[config.mk]
export PLATFORM = sky130hd
export DESIGN_NAME = joystick_to_key_events_core
export DESIGN_NICKNAME = d
export VERILOG_FILES = /design/src/jke_pkg.sv /design/src/jke_mod.sv /design/src/jke_front.sv /design/src/jke_queue.sv /design/src/jke_back.sv /design/src/joystick_to_key_events_core.sv
export SDC_FILE = /design/constraint.sdc
export NUM_CORES = 2
export LEC_CHECK = 0
export ABC_AREA = 1
export BUFFER_PORTS_ARGS = -buffer_cell sky130_fd_sc_hd__buf_2
export CAP_MARGIN = 20
export CORE_AREA = 2 2 278 280
export DETAILED_ROUTE_END_ITERATION = 6
export DIE_AREA = 0 0 280 282
export GPL_ROUTABILITY_DRIVEN = 0
export PLACE_DENSITY = 0.7
export SYNTH_ARGS = -nofsm -noshare
export SYNTH_HDL_FRONTEND = slang
export SYNTH_SLANG_ARGS = --single-unit
[constraint.sdc]
create_clock -name clk -period 8.4 [get_ports clk]
set_clock_uncertainty 0.2 [all_clocks]
set_input_delay 0.42 -clock clk [delete_from_list [all_inputs] [get_ports clk]]
set_output_delay 0.42 -clock clk [all_outputs]
set_load 0.03 [all_outputs]
[src/jke_pkg.sv]
package jke_pkg;

  // control counts
  localparam int AXES    = 8;
  localparam int BUTTONS = 8;
  localparam int HATS    = 2;

  localparam int AXIS_IW = (AXES > 1) ? $clog2(AXES) : 1;
  localparam int BTN_IW  = (BUTTONS > 1) ? $clog2(BUTTONS) : 1;
  localparam int HAT_IW  = (HATS > 1) ? $clog2(HATS) : 1;

  // configuration port
  localparam int CFG_AW = 3;
  localparam int CFG_DW = 16;

  localparam logic [CFG_AW-1:0] CFG_ENABLE     = 3'd0;
  localparam logic [CFG_AW-1:0] CFG_THRESHOLD  = 3'd1;
  localparam logic [CFG_AW-1:0] CFG_PWM_EN     = 3'd2;
  localparam logic [CFG_AW-1:0] CFG_PWM_STEP   = 3'd3;
  localparam logic [CFG_AW-1:0] CFG_AF_EN      = 3'd4;
  localparam logic [CFG_AW-1:0] CFG_AF_PERIOD  = 3'd5;
  localparam logic [CFG_AW-1:0] CFG_AF_PULSE   = 3'd6;

  // autofire counter width and remainder steps
  localparam int AF_W   = 16;
  localparam int STEP_W = $clog2(AF_W);

  // key code bases
  localparam logic [4:0] KEY_BUTTON_BASE = 5'd16;
  localparam logic [4:0] KEY_HAT_BASE    = 5'd24;

  // hysteresis: Q15 to sample scale drops the threshold by one above half
  localparam logic [14:0] THR_HALF = 15'd16384;
  localparam logic [16:0] Q15_ONE  = 17'd32768;

  typedef enum logic [1:0] {
    FN_TICK,
    FN_AXIS,
    FN_BUTTON,
    FN_HAT
  } func_t;

  typedef enum logic [1:0] {
    AX_CENTER,
    AX_POS,
    AX_NEG
  } axis_key_t;

  typedef struct packed {
    func_t              func;
    logic [2:0]         control_index;
    logic signed [15:0] axis_value;
    logic               button_level;
    logic [3:0]         hat_bits;
  } jke_in_t;

  typedef struct packed {
    logic [4:0] key_index;
    logic       pressed;
    logic       last_event;
  } jke_out_t;

  typedef struct packed {
    logic [4:0] key_index;
    logic       pressed;
  } key_ev_t;

  localparam int MAX_EV = 4;

  // events of one request; last is the position of the final event
  typedef struct packed {
    logic [1:0]              last;
    key_ev_t [MAX_EV-1:0]    ev;
  } ev_group_t;

  localparam int QDEPTH = 4;
  localparam int QAW    = $clog2(QDEPTH);

  typedef struct packed {
    logic busy;
    logic done;
  } mod_stat_t;

endpackage

[src/jke_mod.sv]
// Restoring remainder, one dividend bit per cycle.
module jke_mod import jke_pkg::*; (
  input  logic            clk,
  input  logic            rst,
  input  logic            start,
  input  logic [AF_W-1:0] dividend,
  input  logic [AF_W-1:0] divisor,
  output mod_stat_t       stat,
  output logic [AF_W-1:0] rem
);

  logic              busy;
  logic [STEP_W-1:0] step;
  logic [AF_W-1:0]   dvd;
  logic [AF_W-1:0]   dsr;
  logic [AF_W-1:0]   r;
  logic [AF_W:0]     sh;
  logic [AF_W-1:0]   r_new;

  always_comb begin
    sh = {r, dvd[AF_W-1]};
    // r < dsr, so one subtract keeps the partial remainder below dsr
    if (sh >= {1'b0, dsr}) begin
      r_new = AF_W'(sh - {1'b0, dsr});
    end else begin
      r_new = sh[AF_W-1:0];
    end
  end

  always_ff @(posedge clk) begin
    if (rst) begin
      busy <= 1'b0;
      step <= '0;
    end else if (start) begin
      busy <= 1'b1;
      step <= '0;
    end else if (busy) begin
      step <= step + 1'b1;
      if (step == STEP_W'(AF_W - 1)) begin
        busy <= 1'b0;
      end
    end
  end

  always_ff @(posedge clk) begin
    if (start) begin
      dvd <= dividend;
      dsr <= divisor;
      r   <= '0;
    end else if (busy) begin
      dvd <= {dvd[AF_W-2:0], 1'b0};
      r   <= r_new;
    end
  end

  assign stat.busy = busy;
  assign stat.done = busy && (step == STEP_W'(AF_W - 1));
  assign rem       = r_new;

endmodule

[src/jke_front.sv]
module jke_front import jke_pkg::*; (
  input  logic              clk,
  input  logic              rst,
  input  logic              in_valid,
  output logic              in_stall,
  input  jke_in_t           in_data,
  input  logic              cfg_we,
  input  logic [CFG_AW-1:0] cfg_index,
  input  logic [CFG_DW-1:0] cfg_data,
  output logic              push,
  output ev_group_t         push_data,
  input  logic              q_full
);

  // configuration
  logic            enable;
  logic [14:0]     thr;
  logic [14:0]     thr_next;
  logic            pwm_en;
  logic [15:0]     pwm_step;
  logic            af_en;
  logic [AF_W-1:0] af_period;
  logic [AF_W-1:0] af_pulse;

  // block state
  logic [15:0]        axis_last [AXES];
  axis_key_t          axis_st   [AXES];
  logic [BUTTONS-1:0] btn_last;
  logic [BUTTONS-1:0] btn_rep;
  logic [3:0]         hat_last  [HATS];
  logic [15:0]        phase;
  logic [15:0]        phase_next;
  logic [AF_W-1:0]    af_count;
  logic [AF_W-1:0]    af_raw;
  logic [31:0]        prod;
  logic [31:0]        prod_next;
  logic [15:0]        pdiff;

  // classify stage
  logic    s1_valid;
  logic    s1_act;
  jke_in_t s1;
  logic    acc;
  logic    exec;
  logic    range_ok;

  // remainder unit
  logic            mod_start;
  logic [AF_W-1:0] mod_divisor;
  logic [AF_W-1:0] mod_rem;
  mod_stat_t       mst;

  // execute results
  logic [AXIS_IW-1:0]     ai;
  logic [BTN_IW-1:0]      bi;
  logic [HAT_IW-1:0]      hi;
  axis_key_t              st_new;
  logic                   btn_out;
  logic                   btn_clr_cnt;
  logic [2:0]             n_ev;
  key_ev_t [MAX_EV-1:0]   ev;
  logic                   do_tick;
  logic [AF_W:0]          cnt_inc;
  logic [AF_W-1:0]        cnt_wrap;
  logic [AF_W-1:0]        period_eff;

  assign thr_next = (cfg_we && cfg_index == CFG_THRESHOLD) ? cfg_data[14:0] : thr;

  always_ff @(posedge clk) begin
    if (rst) begin
      enable    <= 1'b0;
      thr       <= 15'd16384;
      pwm_en    <= 1'b0;
      pwm_step  <= '0;
      af_en     <= 1'b0;
      af_period <= AF_W'(1000);
      af_pulse  <= AF_W'(500);
    end else if (cfg_we) begin
      case (cfg_index)
        CFG_ENABLE:    enable    <= cfg_data[0];
        CFG_THRESHOLD: thr       <= cfg_data[14:0];
        CFG_PWM_EN:    pwm_en    <= cfg_data[0];
        CFG_PWM_STEP:  pwm_step  <= cfg_data;
        CFG_AF_EN:     af_en     <= cfg_data[0];
        CFG_AF_PERIOD: af_period <= cfg_data;
        CFG_AF_PULSE:  af_pulse  <= cfg_data;
        default: ;
      endcase
    end
  end

  // new period: reduce the count as last stored by a tick or button, then
  // ticks keep it below the period
  assign mod_start   = cfg_we && (cfg_index == CFG_AF_PERIOD);
  assign mod_divisor = (cfg_data == '0) ? AF_W'(1) : cfg_data;

  jke_mod u_mod (
    .clk      (clk),
    .rst      (rst),
    .start    (mod_start),
    .dividend (af_raw),
    .divisor  (mod_divisor),
    .stat     (mst),
    .rem      (mod_rem)
  );

  assign in_stall = mst.busy || (s1_valid && q_full);
  assign acc      = in_valid && !in_stall;
  assign exec     = s1_valid && !q_full;

  always_comb begin
    case (in_data.func)
      FN_TICK:   range_ok = 1'b1;
      FN_AXIS:   range_ok = {1'b0, in_data.control_index} < 4'(AXES);
      FN_BUTTON: range_ok = {1'b0, in_data.control_index} < 4'(BUTTONS);
      FN_HAT:    range_ok = {1'b0, in_data.control_index} < 4'(HATS);
      default:   range_ok = 1'b0;
    endcase
  end

  always_ff @(posedge clk) begin
    if (rst) begin
      s1_valid <= 1'b0;
    end else if (acc) begin
      s1_valid <= 1'b1;
    end else if (exec) begin
      s1_valid <= 1'b0;
    end
  end

  always_ff @(posedge clk) begin
    if (acc) begin
      s1     <= in_data;
      s1_act <= enable && range_ok;
    end
  end

  assign ai = s1.control_index[AXIS_IW-1:0];
  assign bi = s1.control_index[BTN_IW-1:0];
  assign hi = s1.control_index[HAT_IW-1:0];

  assign do_tick    = exec && s1_act && (s1.func == FN_TICK);
  assign phase_next = do_tick ? phase + pwm_step : phase;
  assign pdiff      = 16'(Q15_ONE - {2'b0, thr_next});
  // product tracks the phase and threshold that the next executed request sees
  assign prod_next  = 32'(phase_next) * 32'(pdiff);

  assign period_eff = (af_period == '0) ? AF_W'(1) : af_period;
  assign cnt_inc    = {1'b0, af_count} + 1'b1;
  assign cnt_wrap   = (cnt_inc == {1'b0, period_eff}) ? '0 : cnt_inc[AF_W-1:0];

  always_comb begin
    logic signed [16:0] v17;
    logic signed [16:0] prev17;
    logic signed [16:0] tp;
    logic signed [16:0] tn;
    logic signed [16:0] vneg;
    logic [14:0]        thr_t;
    logic [32:0]        lvl;
    logic [32:0]        pos_mag;
    logic [32:0]        neg_mag;
    axis_key_t          st;
    axis_key_t          ns;
    logic [4:0]         kn;
    logic [4:0]         kp;
    logic               on;
    logic               rise;
    logic [3:0]         nb;
    logic [3:0]         ch;
    logic [4:0]         hbase;

    n_ev        = '0;
    ev          = '0;
    st_new      = axis_st[ai];
    btn_out     = btn_rep[bi];
    btn_clr_cnt = 1'b0;

    v17     = 17'(s1.axis_value);
    prev17  = 17'(signed'(axis_last[ai]));
    thr_t   = thr - 15'(thr > THR_HALF);
    tp      = signed'({2'b0, thr_t});
    tn      = -tp;
    vneg    = -v17;
    lvl     = 33'(prod) + {3'b0, thr, 15'b0};
    pos_mag = {2'b0, s1.axis_value[14:0], 16'b0};
    neg_mag = {vneg, 16'b0};
    st      = axis_st[ai];
    ns      = AX_CENTER;
    kn      = 5'({ai, 1'b0});
    kp      = 5'({ai, 1'b1});

    on    = af_count < af_pulse;
    rise  = s1.button_level && !btn_last[bi];
    nb    = s1.hat_bits;
    ch    = nb ^ hat_last[hi];
    hbase = KEY_HAT_BASE + 5'({hi, 2'b00});

    case (s1.func)
      FN_AXIS: begin
        if (!pwm_en) begin
          if (v17 > prev17) begin
            if (v17 >= tn) begin
              if (st == AX_NEG) begin
                ev[n_ev[1:0]] = '{kn, 1'b0};
                n_ev = n_ev + 1'b1;
              end
              if (v17 >= tp) begin
                if (st != AX_POS) begin
                  ev[n_ev[1:0]] = '{kp, 1'b1};
                  n_ev = n_ev + 1'b1;
                end
                st_new = AX_POS;
              end else begin
                st_new = AX_CENTER;
              end
            end
          end else if (v17 < prev17) begin
            if (v17 < tp) begin
              if (st == AX_POS) begin
                ev[n_ev[1:0]] = '{kp, 1'b0};
                n_ev = n_ev + 1'b1;
              end
              if (v17 < tn) begin
                if (st != AX_NEG) begin
                  ev[n_ev[1:0]] = '{kn, 1'b1};
                  n_ev = n_ev + 1'b1;
                end
                st_new = AX_NEG;
              end else begin
                st_new = AX_CENTER;
              end
            end
          end
        end else begin
          if (v17 > 17'sd0 && pos_mag >= lvl) begin
            ns = AX_POS;
          end else if (v17 < 17'sd0 && neg_mag > lvl) begin
            ns = AX_NEG;
          end
          if (ns != st) begin
            // release the held key before pressing the other one
            if (st == AX_NEG) begin
              ev[n_ev[1:0]] = '{kn, 1'b0};
              n_ev = n_ev + 1'b1;
            end else if (st == AX_POS) begin
              ev[n_ev[1:0]] = '{kp, 1'b0};
              n_ev = n_ev + 1'b1;
            end
            if (ns == AX_NEG) begin
              ev[n_ev[1:0]] = '{kn, 1'b1};
              n_ev = n_ev + 1'b1;
            end else if (ns == AX_POS) begin
              ev[n_ev[1:0]] = '{kp, 1'b1};
              n_ev = n_ev + 1'b1;
            end
            st_new = ns;
          end
        end
      end
      FN_BUTTON: begin
        if (af_en) begin
          if (rise) begin
            on          = 1'b1;
            btn_clr_cnt = 1'b1;
          end
          btn_out = s1.button_level && on;
        end else begin
          btn_out = s1.button_level;
        end
        if (btn_out != btn_rep[bi]) begin
          ev[0] = '{KEY_BUTTON_BASE + 5'(bi), btn_out};
          n_ev  = 3'd1;
        end
      end
      FN_HAT: begin
        // order: right, up, left, down
        if (ch[1]) begin
          ev[n_ev[1:0]] = '{hbase + 5'd0, nb[1]};
          n_ev = n_ev + 1'b1;
        end
        if (ch[0]) begin
          ev[n_ev[1:0]] = '{hbase + 5'd1, nb[0]};
          n_ev = n_ev + 1'b1;
        end
        if (ch[3]) begin
          ev[n_ev[1:0]] = '{hbase + 5'd2, nb[3]};
          n_ev = n_ev + 1'b1;
        end
        if (ch[2]) begin
          ev[n_ev[1:0]] = '{hbase + 5'd3, nb[2]};
          n_ev = n_ev + 1'b1;
        end
      end
      default: ;
    endcase
  end

  assign push           = exec && s1_act && (n_ev != '0);
  assign push_data.last = 2'(n_ev - 1'b1);
  assign push_data.ev   = ev;

  always_ff @(posedge clk) begin
    if (rst) begin
      for (int i = 0; i < AXES; i++) begin
        axis_last[i] <= '0;
        axis_st[i]   <= AX_CENTER;
      end
      for (int i = 0; i < HATS; i++) begin
        hat_last[i] <= '0;
      end
      btn_last <= '0;
      btn_rep  <= '0;
      phase    <= '0;
      af_count <= '0;
      af_raw   <= '0;
      prod     <= '0;
    end else begin
      phase <= phase_next;
      prod  <= prod_next;
      if (mst.done) begin
        af_count <= mod_rem;
      end
      if (exec && s1_act) begin
        case (s1.func)
          FN_TICK: begin
            af_count <= cnt_wrap;
            af_raw   <= cnt_wrap;
          end
          FN_AXIS: begin
            axis_last[ai] <= s1.axis_value;
            axis_st[ai]   <= st_new;
          end
          FN_BUTTON: begin
            btn_last[bi] <= s1.button_level;
            btn_rep[bi]  <= btn_out;
            if (btn_clr_cnt) begin
              af_count <= '0;
              af_raw   <= '0;
            end else if (af_en) begin
              // an autofire button settles the count at its reduced value
              af_raw <= af_count;
            end
          end
          FN_HAT: begin
            hat_last[hi] <= s1.hat_bits;
          end
          default: ;
        endcase
      end
    end
  end

endmodule

[src/jke_queue.sv]
module jke_queue import jke_pkg::*; (
  input  logic      clk,
  input  logic      rst,
  input  logic      push,
  input  ev_group_t push_data,
  output logic      full,
  input  logic      pop,
  output ev_group_t pop_data,
  output logic      empty
);

  ev_group_t      mem [QDEPTH];
  logic [QAW-1:0] wr;
  logic [QAW-1:0] rd;
  logic [QAW:0]   level;

  assign full     = (level == (QAW+1)'(QDEPTH));
  assign empty    = (level == '0);
  assign pop_data = mem[rd];

  always_ff @(posedge clk) begin
    if (rst) begin
      wr    <= '0;
      rd    <= '0;
      level <= '0;
    end else begin
      if (push) begin
        wr <= wr + 1'b1;
      end
      if (pop) begin
        rd <= rd + 1'b1;
      end
      case ({push, pop})
        2'b10:   level <= level + 1'b1;
        2'b01:   level <= level - 1'b1;
        default: ;
      endcase
    end
  end

  always_ff @(posedge clk) begin
    if (push) begin
      mem[wr] <= push_data;
    end
  end

  a_no_overflow: assert property (@(posedge clk) disable iff (rst) full |-> !push)
    else $error("event queue written while full");
  a_no_underflow: assert property (@(posedge clk) disable iff (rst) empty |-> !pop)
    else $error("event queue read while empty");
  a_ptr_match: assert property (@(posedge clk) disable iff (rst)
      (empty || full) |-> (wr == rd))
    else $error("event queue pointers disagree with level");
  a_fill: assert property (@(posedge clk) disable iff (rst)
      (push && !pop) |=> !empty)
    else $error("event queue lost a request");

endmodule

[src/jke_back.sv]
module jke_back import jke_pkg::*; (
  input  logic      clk,
  input  logic      rst,
  input  logic      q_empty,
  input  ev_group_t q_data,
  output logic      q_pop,
  output logic      out_valid,
  input  logic      out_stall,
  output jke_out_t  out_data
);

  logic      g_valid;
  ev_group_t g;
  logic [1:0] pos;
  logic      out_free;
  logic      g_end;

  assign out_free = !out_valid || !out_stall;
  assign g_end    = g_valid && out_free && (pos == g.last);
  assign q_pop    = !q_empty && (!g_valid || g_end);

  always_ff @(posedge clk) begin
    if (rst) begin
      out_valid <= 1'b0;
      g_valid   <= 1'b0;
      pos       <= '0;
    end else begin
      if (out_free) begin
        out_valid <= g_valid;
      end
      if (out_free && g_valid) begin
        pos <= g_end ? 2'd0 : pos + 1'b1;
      end
      if (q_pop) begin
        g_valid <= 1'b1;
      end else if (g_end) begin
        g_valid <= 1'b0;
      end
    end
  end

  always_ff @(posedge clk) begin
    if (out_free && g_valid) begin
      out_data <= '{key_index:  g.ev[pos].key_index,
                    pressed:    g.ev[pos].pressed,
                    last_event: (pos == g.last)};
    end
    if (q_pop) begin
      g <= q_data;
    end
  end

endmodule

[src/joystick_to_key_events_core.sv]
// Joystick to key event converter. An input request (tick, axis sample,
// button level or hat bits) is taken whenever the event queue has room,
// so requests can arrive back to back; each yields zero to four key events,
// delivered one per cycle from an output register while out_stall is low,
// and the event queue (four requests deep) sets how far input runs ahead
// of output. The first event passes the classify register, the event queue
// and the group register before it reaches the output register. Writing the
// autofire period starts a remainder pass on the autofire counter, during
// which in_stall is held high; other register writes take effect at once.
module joystick_to_key_events_core import jke_pkg::*; (
  input  logic              clk,
  input  logic              rst,
  input  logic              in_valid,
  output logic              in_stall,
  input  jke_in_t           in_data,
  output logic              out_valid,
  input  logic              out_stall,
  output jke_out_t          out_data,
  input  logic              cfg_we,
  input  logic [CFG_AW-1:0] cfg_index,
  input  logic [CFG_DW-1:0] cfg_data
);

  logic      push;
  ev_group_t push_data;
  logic      q_full;
  logic      q_pop;
  ev_group_t q_data;
  logic      q_empty;

  jke_front u_front (
    .clk       (clk),
    .rst       (rst),
    .in_valid  (in_valid),
    .in_stall  (in_stall),
    .in_data   (in_data),
    .cfg_we    (cfg_we),
    .cfg_index (cfg_index),
    .cfg_data  (cfg_data),
    .push      (push),
    .push_data (push_data),
    .q_full    (q_full)
  );

  jke_queue u_queue (
    .clk       (clk),
    .rst       (rst),
    .push      (push),
    .push_data (push_data),
    .full      (q_full),
    .pop       (q_pop),
    .pop_data  (q_data),
    .empty     (q_empty)
  );

  jke_back u_back (
    .clk       (clk),
    .rst       (rst),
    .q_empty   (q_empty),
    .q_data    (q_data),
    .q_pop     (q_pop),
    .out_valid (out_valid),
    .out_stall (out_stall),
    .out_data  (out_data)
  );

endmodule

==> flow_metrics.py <==
metrics = {
    "outcome": {
        "outcome": "complete, no violations",
    },
    "sta": {
        "fin_crit_sh_pct": 94.6,
        "finalHoldViolations": 0,
        "finalSetupTns_ns": 0,
        "period_needed_ns": 7.95,
        "hold_slack_ns": 0.0335,
        "fmaxAchievable_ghz": 0.126,
        "slew-limit-headroom_pct": 25.5,
        "slew_viol_final": 0,
        "worst_slew_pin_slew_ns": 1.12,
        "finalWorstSetupSlack_ns": 0.452,
        "rsz0062_at_grt": "no",
        "finalSetupViolCount": 0,
    },
    "clock_network": {
        "clkLatencyLatePin_ns": 0.63,
        "htree_levels": 2,
        "cts_tree": "done",
        "cts.sinks": 526,
        "clk_pin_slew_ns": 0.06,
        "clockBufferDepth": 3,
        "root_buffer": "clkbuf_16",
        "cts_made_buffers": 54,
    },
    "power": {
        "p_leak_nw": 18.1,
        "p_per_area_mw_per_mm2": 198,
        "max-vdd-ir-drop_mv": 0.177,
    },
    "die": {
        "coreArea_mm2": 0.0757,
        "start_util_pct": 47.9,
        "die-area_mm2": 0.0790,
        "num_io_pins": 59,
        "num_rows": 101,
        "die_w_um": 280,
        "dieHeight_um": 282,
    },
    "critical_path": {
        "crit_end": "u_front.prod[28]",
        "r2r-end": "u_front.prod[28]",
        "cp_top_family": "adder cells",
        "cp.depth": 37,
        "rr_worst_depth": 31,
        "path_common_cell": "fa_1",
        "worstPathArrival_ns": 8.28,
        "slowest_delay_ns": 0.55,
        "critPathLaunchType": "primary input",
        "cp_slowest_cell": "fa_1",
        "critPathBufInv": 11,
        "crit_type": "primary input to flop",
        "critPathCaptureType": "flop",
        "path_max_fanout": 23,
        "ff2ff_setup_slack_ns": 0.50,
        "r2r_start": "u_front.pwm_step[0]",
        "required_ns": 8.73,
        "startpoint": "cfg_index[2]",
    },
    "place": {
        "detailed_place.area_mm2": 0.0377,
        "hpwl_mm": 72.7,
        "io_buffers": 58,
        "dp_slack_ns": 0.196,
    },
    "drt": {
        "drt_iter0_drc": 2622,
        "drcViolationCount": 0,
        "drt_pass1_iterations": 6,
        "vias": 30006,
        "routed_wirelength_mm": 99.0,
        "avgViaCountPerCell": 5.52,
        "post_drt_wl_per_cell_um": 18.2,
        "antenna_left": 0,
    },
    "grt": {
        "grt_first_pass_wirelength_mm": 154,
        "grt_antenna_before_repair": 0,
        "grt.total_usage_pct": 24.7,
        "grt_max_degree": 101,
        "grt_pass1_vias": 28301,
        "globalRouteOverflowTotal": 0,
    },
    "flow_run": {
        "cap_violations": 0,
    },
    "layout": {
        "ff_latch_area_mm2": 0.0138,
        "multi_input_area_mm2": 0.0195,
        "final_area_mm2": 0.0402,
        "post-route-util_pct": 53.1,
        "syn_to_final_growth_pct": 10.8,
        "diodes": 0,
        "fillerInstances": 6860,
        "layout-drive-gt1-share_pct": 6.64,
        "nNetsFinal": 4937,
    },
    "logic_synthesis": {
        "synthesis.area_mm2": 0.0363,
        "yosys_warnings": 0,
        "synth_top_cells_by_area": "edfxtp_1 27%, fa_1 11%, dfxtp_1 11%",
        "synth.most_common_cell": "nand2_1",
        "ys_ff_latch": 526,
        "synth_fp_nets": 4858,
        "ys.flop_type": "edfxtp_1",
        "yosysSeqAreaShare_pct": 38.1,
        "synth_top_area_share_pct": 27.2,
        "synth.distinct_cells": 57,
        "synth_edf_count": 328,
        "synth_cells": 4336,
        "synth_top_area_cell": "edfxtp_1",
        "synth-async-reset-ratio_pct": 0,
        "synth_area_per_cell_um2": 8.36,
        "synth_common_cells": "718 x nand2_1, 609 x nor2_1, 597 x inv_1, 372 x o21ai_0, 328 x edfxtp_1",
    },
    "worst_hold_path": {
        "hold_class": "primary input to flop",
    },
}
==> sequential cells by signal, indices dropped and copies added (netlist names), 3 cells and up, named ones only <==
name                flops
u_front.axis_last     128
u_front.u_mod.dvd      16
u_front.pwm_step       16
u_front.btn_rep         8
u_back.out_data         7
u_front.af_raw         16
u_front.prod           32
u_front.u_mod.r        16
u_front.phase          16
u_front.s1             23
u_front.u_mod.step      4
u_front.af_period      16
u_queue.level           3
u_front.u_mod.dsr      16
u_front.btn_last        8
u_front.af_pulse       16
u_queue.mem            88
u_back.g               22
u_front.thr            15
u_front.hat_last        8
u_front.af_count       16
u_front.ai              3
u_front.axis_st        16
==> area by class of cell <==
cell class / count / area share, %
clock buffers: 78 / 3.86
clock inverters: 24 / 0.803
inverters: 647 / 6.08
multi-input cells: 3004 / 48.4
flip-flops and latches: 526 / 34.4
well taps: 978 / 3.04
repair buffers: 182 / 3.42
==> cell usage in the layout, fill, tap and decap left out, types with 47 or more instances in the layout <==
| cell | n |
|---|---|
| dfxtp_1 | 196 |
| clkbuf_16 | 55 |
| edfxtp_1 | 328 |
| a21oi_1 | 265 |
| ha_1 | 273 |
| fa_1 | 199 |
| o22ai_1 | 50 |
| o21ai_0 | 372 |
| nand2_1 | 718 |
| nand4_1 | 47 |
| nand3_1 | 121 |
| dlygate4sd3_1 | 47 |
| nor2_1 | 604 |
| buf_4 | 74 |
| buf_2 | 58 |
| inv_1 | 593 |
| xor2_1 | 74 |
==> where the power goes <==
group,switching (mW),internal (mW),total [mW]
sequential,0.124,3.00,3.13
clock,1.05,1.48,2.53
combinational,1.55,0.744,2.29
==> how the worst min path moves through the flow <==
stage	startpoint	endpoint	depth (start not counted)
2_1_floorplan	u_front.u_mod.r[15]	u_front.u_mod.r[15]	2
3_3_place_gp	u_front.u_mod.r[15]	u_front.u_mod.r[15]	2
3_5_place_dp	u_front.u_mod.r[15]	u_front.u_mod.r[15]	2
4_1_cts	in_valid	flop	3
5_1_grt	in_valid	flop	3
6_report	in_valid	flop	3
==> worst reg2reg max path, delay by kind of cell (launching register included) <==
family	cells	cell delay, ns
XOR/XNOR	1	0.17
flip-flops	1	0.33
buffers and inverters	5	0.56
adder cells (fa/ha/maj)	9	4.03
AND/OR/NAND/NOR	4	0.36
AO/OA/AOI/OAI	12	2.19
==> per-layer routing <==
layer / global-route usage, % / share of wire [%]
met1: 33.6 / 43
met2: 40.7 / 46
met3: 3.21 / 6.8
met4: 8.78 / 3.7
met5: 0 / 0
==> what timing repair did <==
item,4_1_cts,5_1_grt
hold endpoints to repair,74,0
hold buffers,47,0
resized for setup,0,12
endpoints found under the setup margin,0,13
buffers inserted,0,5
==> stage by stage <==
stage | std cells | power, mW
6_report | 5439 | 7.95
2_1_floorplan | 4336 | 4.76
4_1_cts | 5433 | 7.94
5_1_grt | 5439 | 8.37
3_3_place_gp | 5284 | 5.35
3_5_place_dp | 5284 | 5.40
==> cell families (layout without fill, tap and decap cells) <==
| group | count (synthesis) | after routing | synth area share [%] |
|---|---|---|---|
| fa+ha+maj | 472 | 472 | 20.4 |
| mux | 1 | 1 | 0.0276 |
| xor+xnor | 105 | 105 | 2.56 |
| compound gates | 838 | 838 | 12.7 |
| buf+inv | 806 | 931 | 8.45 |
| simple gates | 1588 | 1588 | 17.8 |
| flops | 526 | 526 | 38.1 |
(Power assumes the default switching activity.)
